**src/rtl/stsi_pkg.sv**
```systemverilog
// ----------------------------------------------------------------------------
// stsi_pkg
// Shared types and constants of the sorted table search/insert block.
// ----------------------------------------------------------------------------
package stsi_pkg;

	localparam int unsigned DEPTH_DEF  = 1024;
	localparam int unsigned WORD_W_DEF = 32;

	// opcodes
	localparam logic [2:0] OP_APPEND  = 3'd0;
	localparam logic [2:0] OP_LINEAR  = 3'd1;
	localparam logic [2:0] OP_ORDERED = 3'd2;
	localparam logic [2:0] OP_BINARY  = 3'd3;
	localparam logic [2:0] OP_INSERT  = 3'd4;

	// result status codes
	localparam logic [1:0] ST_OK     = 2'd0;
	localparam logic [1:0] ST_FULL   = 2'd1;
	localparam logic [1:0] ST_BADPOS = 2'd2;

	typedef struct packed {
		logic [2:0]         opcode;
		logic signed [31:0] value;
		logic [10:0]        position;
	} req_t;

	typedef struct packed {
		logic        found;
		logic [9:0]  match_index;
		logic [1:0]  status;
		logic [10:0] entry_count_out;
	} rsp_t;

	// controller -> datapath
	typedef struct packed {
		logic       load_item;
		logic       do_append;
		logic       set_status;
		logic [1:0] status_code;
		logic       scan_init;
		logic       scan_issue;
		logic       set_found;
		logic       bin_init;
		logic       bin_issue;
		logic       bin_lt;
		logic       bin_gt;
		logic       shift_init;
		logic       shift_issue;
		logic       shift_wr;
		logic       put;
		logic       out_load;
	} cmd_t;

	// datapath -> controller
	typedef struct packed {
		logic [2:0] op;
		logic       full;
		logic       pos_bad;
		logic       scan_more;
		logic       rd_valid;
		logic       hit;
		logic       key_lt;
		logic       bin_empty;
		logic       shift_more;
		logic       out_free;
	} sts_t;

endpackage

```
**src/rtl/stsi_ctrl.sv**
```systemverilog
// ----------------------------------------------------------------------------
// stsi_ctrl
// Sequencer: decodes an accepted item and steps the datapath through the
// append, scan, bisection or shift-and-insert sequence.
// ----------------------------------------------------------------------------
module stsi_ctrl (
	input  logic           clk,
	input  logic           arst_n,
	input  logic           req_valid,
	output logic           req_stall,
	input  stsi_pkg::sts_t sts,
	output stsi_pkg::cmd_t cmd
);

	typedef enum logic [2:0] {
		S_IDLE,
		S_EXEC,
		S_SRCH,
		S_BIN_RD,
		S_BIN_CMP,
		S_SHIFT,
		S_PUT,
		S_FIN
	} state_t;

	state_t state_q;
	logic   ordered;

	assign req_stall = (state_q != S_IDLE);
	assign ordered   = (sts.op == stsi_pkg::OP_ORDERED);

	always_comb begin
		cmd             = '0;
		cmd.status_code = stsi_pkg::ST_OK;
		case (state_q)
			S_IDLE: begin
				cmd.load_item = req_valid;
			end
			S_EXEC: begin
				case (sts.op)
					stsi_pkg::OP_APPEND: begin
						if (sts.full) begin
							cmd.set_status  = 1'b1;
							cmd.status_code = stsi_pkg::ST_FULL;
						end else begin
							cmd.do_append = 1'b1;
						end
					end
					stsi_pkg::OP_LINEAR, stsi_pkg::OP_ORDERED: begin
						cmd.scan_init = 1'b1;
					end
					stsi_pkg::OP_BINARY: begin
						cmd.bin_init = 1'b1;
					end
					stsi_pkg::OP_INSERT: begin
						if (sts.full) begin
							cmd.set_status  = 1'b1;
							cmd.status_code = stsi_pkg::ST_FULL;
						end else if (sts.pos_bad) begin
							cmd.set_status  = 1'b1;
							cmd.status_code = stsi_pkg::ST_BADPOS;
						end else begin
							cmd.shift_init = 1'b1;
						end
					end
					default: begin
					end
				endcase
			end
			S_SRCH: begin
				cmd.scan_issue = sts.scan_more;
				cmd.set_found  = sts.rd_valid && sts.hit;
			end
			S_BIN_RD: begin
				cmd.bin_issue = !sts.bin_empty;
			end
			S_BIN_CMP: begin
				cmd.set_found = sts.hit;
				cmd.bin_lt    = !sts.hit && sts.key_lt;
				cmd.bin_gt    = !sts.hit && !sts.key_lt;
			end
			S_SHIFT: begin
				cmd.shift_issue = sts.shift_more;
				cmd.shift_wr    = sts.rd_valid;
			end
			S_PUT: begin
				cmd.put = 1'b1;
			end
			S_FIN: begin
				cmd.out_load = sts.out_free;
			end
			default: begin
			end
		endcase
	end

	always_ff @(posedge clk or negedge arst_n) begin
		if (!arst_n) begin
			state_q <= S_IDLE;
		end else begin
			case (state_q)
				S_IDLE: begin
					if (req_valid) begin
						state_q <= S_EXEC;
					end
				end
				S_EXEC: begin
					case (sts.op)
						stsi_pkg::OP_LINEAR, stsi_pkg::OP_ORDERED: state_q <= S_SRCH;
						stsi_pkg::OP_BINARY: state_q <= S_BIN_RD;
						stsi_pkg::OP_INSERT: begin
							if (sts.full || sts.pos_bad) begin
								state_q <= S_FIN;
							end else begin
								state_q <= S_SHIFT;
							end
						end
						default: state_q <= S_FIN;
					endcase
				end
				S_SRCH: begin
					if (sts.rd_valid) begin
						if (sts.hit || (ordered && sts.key_lt)) begin
							state_q <= S_FIN;
						end
					end else if (!sts.scan_more) begin
						state_q <= S_FIN;
					end
				end
				S_BIN_RD: begin
					if (sts.bin_empty) begin
						state_q <= S_FIN;
					end else begin
						state_q <= S_BIN_CMP;
					end
				end
				S_BIN_CMP: begin
					if (sts.hit) begin
						state_q <= S_FIN;
					end else begin
						state_q <= S_BIN_RD;
					end
				end
				S_SHIFT: begin
					if (!sts.shift_more && !sts.rd_valid) begin
						state_q <= S_PUT;
					end
				end
				S_PUT: begin
					state_q <= S_FIN;
				end
				S_FIN: begin
					if (sts.out_free) begin
						state_q <= S_IDLE;
					end
				end
				default: state_q <= S_IDLE;
			endcase
		end
	end

endmodule

```
**config.mk**
```make
export PLATFORM = sky130hd
export DESIGN_NAME = stsi_ctrl
export DESIGN_NICKNAME = d
export VERILOG_FILES = /design/src/rtl/stsi_pkg.sv /design/src/rtl/stsi_ctrl.sv
export SDC_FILE = /design/constraint.sdc
export NUM_CORES = 1
export LEC_CHECK = 0
export BUFFER_PORTS_ARGS = -buffer_cell sky130_fd_sc_hd__buf_2
export CORE_AREA = 2 2 39 41
export CTS_BUF_LIST = sky130_fd_sc_hd__clkbuf_8
export DETAILED_ROUTE_END_ITERATION = 8
export DIE_AREA = 0 0 41 43
export GPL_TIMING_DRIVEN = 0
export PLACE_DENSITY = 0.68
export SLEW_MARGIN = 30
export SYNTH_ARGS = -nofsm -noshare
export SYNTH_HDL_FRONTEND = slang
export SYNTH_SLANG_ARGS = --single-unit
export TNS_END_PERCENT = 50
```
**constraint.sdc**
```tcl
create_clock -name clk -period 3.4 [get_ports clk]
set_clock_uncertainty 0.15 [all_clocks]
set_input_delay 0.51 -clock clk [delete_from_list [all_inputs] [get_ports clk]]
set_output_delay 0.51 -clock clk [all_outputs]
set_load 0.02 [all_outputs]
```
# Word level (Yosys, flattened, before mapping)
# Cells that the tools add are included.
# Widths: inputs -> output; s select.
dict set report totals {
  reg_bits 3
  in_bits 15
  output_inout_bits 18
  wordCells 67
}
dict set report op_classes {
  eq_ne 16
  n_mux 33
  reduce_logical 17
}
# operator n
set ops {}
lappend ops {{$mux 3} 10}
lappend ops {{$pmux 3 s8} 1}
lappend ops {{$eq 3x3->1 const B} 5}
lappend ops {{$mux 1} 14}
lappend ops {{$eq 3x2->1 const B} 4}
lappend ops {{$pmux 3 s3} 1}
lappend ops {{$mux 2} 4}
lappend ops {{$eq 3x1->1 const B} 2}
lappend ops {{$logic_not 3->1} 2}
lappend ops {{$ne 2x2->1 const B} 3}
lappend ops {{$ne 3x3->1 const B} 2}
lappend ops {{$pmux 3 s2} 1}
lappend ops {{$logic_and 1x1->1} 5}
lappend ops {{$logic_not 1->1} 5}
lappend ops {{$mux 5} 1}
lappend ops {{$reduce_and 5->1} 1}
lappend ops {{$reduce_bool 3->1} 1}
lappend ops {{$logic_or 1x1->1} 2}
lappend ops {{$pmux 1 s2} 1}
lappend ops {{$reduce_or 2->1} 1}

# Longest topological paths before layout
dict set report depth {
  word_depth 6
  ltp_mapped 5
  ltp_nobuf 4
}

# Worst setup path before layout
# OpenSTA, ideal clock, no wires.
dict set report synth_timing {
  path_type {flip-flop to output port}
  startpoint {reg state_q[2]}
  endpoint {out cmd[15] (netlist bit)}
  t_arrival_ns 1.406
  setup_slack_ns 1.334
  stages_incl_launch_ff 5
  path_buffers 1
  cell_sequence {dfrtp_1 > buf_2 > nor2_2 > nand3b_1 > nor4_1}
}
# item line
set synth_rtl {}
lappend synth_rtl {{start, declared} stsi_ctrl.sv:26} ;# state_t state_q;
lappend synth_rtl {{start signal, assigned} stsi_ctrl.sv:99} ;# state_q <= S_IDLE;
lappend synth_rtl {{start signal, assigned} stsi_ctrl.sv:104} ;# state_q <= S_EXEC;
lappend synth_rtl {{start signal, assigned} stsi_ctrl.sv:109} ;# stsi_pkg::OP_LINEAR, stsi_pkg::OP_ORDERED: state_q <= S_SRCH;
lappend synth_rtl {{end, declared} stsi_ctrl.sv:12} ;# output stsi_pkg::cmd_t cmd

==> impl_results.md <==
- Status: completed
- Worst Setup SP: state_q[1]
- Dpl hpwl: approximately 960 µm
- R2R Path Start: state_q[1]
- Crit end category: primary output
- Syn Inst Count: 65
- Sw Ratio: a little under half
- Global-route wire length before repair: ~1.9 mm
- Post-synthesis sequential area ratio: 16.90%
- Measured slew at the worst slew-check pin: 308.5 ps
- Area of the mapped netlist: 444.2 µm²
- Row count: 14
- Worst-path clk slew: around 30 ps
- Proportion of layout cells with a drive suffix above 1: 46.08%
- Port buffer count: 32
- Tcrit/Tclk final: around three fifths
- Largest register FFs: 3
- Primary FF master, synth: dfrtp_1
- Largest net degree at the start of global routing: 11
- Wirelength, routed: 1.210 mm
- Hold Path Class: in2async
- Post-synth EDFFs: 0
- TritonCTS clock tree: built
- R2R depth: 5
- Peak VDD IR: ~230 µV
- Syn_area_per_cell: roughly 6.8 µm²
- Combinational share of power: roughly two thirds
- Clk pwr share: a little over a fifth
- Critical path required time: around 2700 ps
- Kind of critical path: reg2out
- Io pins: 33
- DRT iter0 DRCs: 4
- Critical Path Start Type: flip-flop
- Post-synth top cells: 11 x nor2_1, 8 x nand2_1, 4 x and3_1
- Largest Register: state_q
- Post-synth top area share: ~17%
- Top cells by area in the synthesized netlist: dfrtp_1 17%, nor2_1 9.3%, nand2_1 6.8%
- Largest registers: state_q x3
- Sink Count: 3
- Fin. max-slew vios: 0
- Post-synth ARST share: 100.0%
- P_sw: 0.2218 mW
- Root buffer cell: clkbuf_8
- Via count: ~590
- Num CTS Buffers: 3
- Final instance area: 679.4 µm²
- Synth cell types: 31
- H-tree depth: 1
- Placed cell areas: 624.3 µm²
- Postcts setup bufs: 0
- Reg-to-Reg End: state_q[0]
- Worst Path Arrival: 1440 ps
- Antenna-violating nets left: 0
- Yosys warns: 0
- FF+latch count, synth: 3
- Die W: about 41 µm
- WHS: approximately 470 ps
- P per Cell Area: roughly 700 nW/µm²
- Vias in the first global route: 461
- Final #Nets: approximately 120
- DR DRC count: 0
- Initial DRT Pass Iterations: 3
- Setup TNS: 0 ps
- Reg-to-reg slack, setup: around 2000 ps
- Area grow syn2layout: 52.96%
- Clock Path Buffers: 2
- Total grt overflow: 0
- Sequential power share: around 13%
- Leak Pwr: 0.3733 nW
- RSZ-0062 raised after global routing: no
- Max-cap violations: 0
- Total die area: about 1800 µm²
- Wire per inst: approximately 10 µm
- Slew headroom: between 70% and 80%
- Power Internal: around 0.26 mW
- Final Hold Vio Count: 0
- DR vias/cell: 4.992
- CORE AREA: approximately 1400 µm²
- Fin crit period: roughly 2100 ps
- Most frequent cell after synthesis: nor2_1
- Final setup viols: 0
- Fmax: between 0.4 and 0.5 GHz
- Die Span Y: about 43 µm
- Total track usage: between 10% and 20%
- Finished Core Util: ~49%
- Net Count, Synth: 80
- Global placement routability congestion: 0.7160
- Diodes inserted: 0
- Number of buffers inserted by hold repair at cts: 1
- Critical Path Fanout Max: 10
- Initial antenna violation count: 0
- CTS resizes: 0
- Final Non-Filler Cells: roughly 120
- Largest area contributor in the netlist: dfrtp_1
- Initial Utilization: between 30% and 40%
- Worst-Skew Late Latency: between 200 and 250 ps
- Placed insts: ~110
[cell type report]
type,instances,area [µm²]
Buffer,4,25.02
Fill cell,149,704.4
Timing Repair Buffer,33,170.2
Clock inverter,1,3.754
Tap cell,16,20.02
Clock buffer,3,41.29
Sequential cell,3,75.07
Inverter,4,15.01
Multi-Input combinational cell,54,329.1
[how the worst max path moves through the flow]
stage | to | slack, ps
detailed placement | cmd[13] | 1420
floorplan | cmd[15] | 1330
CTS | cmd[15] | 1290
finish | cmd[9] | 1300
global route | cmd[15] | 1200
global placement | cmd[13] | 1420
[cells by family (layout without fill, tap and decap cells)]
| logic type | Yosys count | after routing | share of synthesized area, % |
|---|---|---|---|
| AOI/OAI and AO/OA | 14 | 14 | 25.91 |
| xor gates and xnor gates | 1 | 1 | 1.972 |
| buffers and inverters | 8 | 45 | 9.012 |
| DFF | 3 | 3 | 16.90 |
| and+or+nand+nor | 39 | 39 | 46.20 |
[routing by layer]
metal / track usage (%) / routed length, µm / part of all wire (%)
met1: 20.26 / 570 / 47
met2: 23.44 / 539 / 45
met3: 1.571 / 84 / 6.9
met4: 6.000 / 16 / 1.3
met5: 0 / 0 / 0
[per-stage QoR]
| stage | setup slack [ps] | total power [mW] |
|---|---|---|
| floorplan | 1334 | 0.3010 |
| global placement | 1422 | 0.3742 |
| detailed placement | 1422 | 0.3786 |
| CTS | 1291 | 0.4808 |
| global route | 1198 | 0.5211 |
| finish | 1299 | 0.4768 |
[power by group through the flow]
stage | sequential, mW | combinational [mW] | clock (mW)
final | 0.0609 | 0.315 | 0.101
after global routing | 0.0619 | 0.352 | 0.107
after CTS | 0.0614 | 0.318 | 0.101
after detailed placement | 0.0618 | 0.317 | 0
after global placement | 0.0610 | 0.313 | 0
after floorplan | 0.0594 | 0.242 | 0
[cells in the final DEF, fill, tap and decap left out, types with 2 or more instances in the layout]
cell       n
buf_2     34
nor2_1    11
nand2_1    8
inv_1      4
and3_1     4
a21oi_1    3
nor3_1     3
o21ai_0    3
clkbuf_8   3
dfrtp_1    3
buf_4      2
nand3_1    2
and3b_1    2
[worst max-delay path, cell delays in order (launching register included)]
cell     delay (ps)
dfrtp_1         380
buf_4           180
and2b_1         260
a21oi_1          60
nor3b_1         170
buf_2           190
No activity file was read; power rests on OpenSTA's default activity.
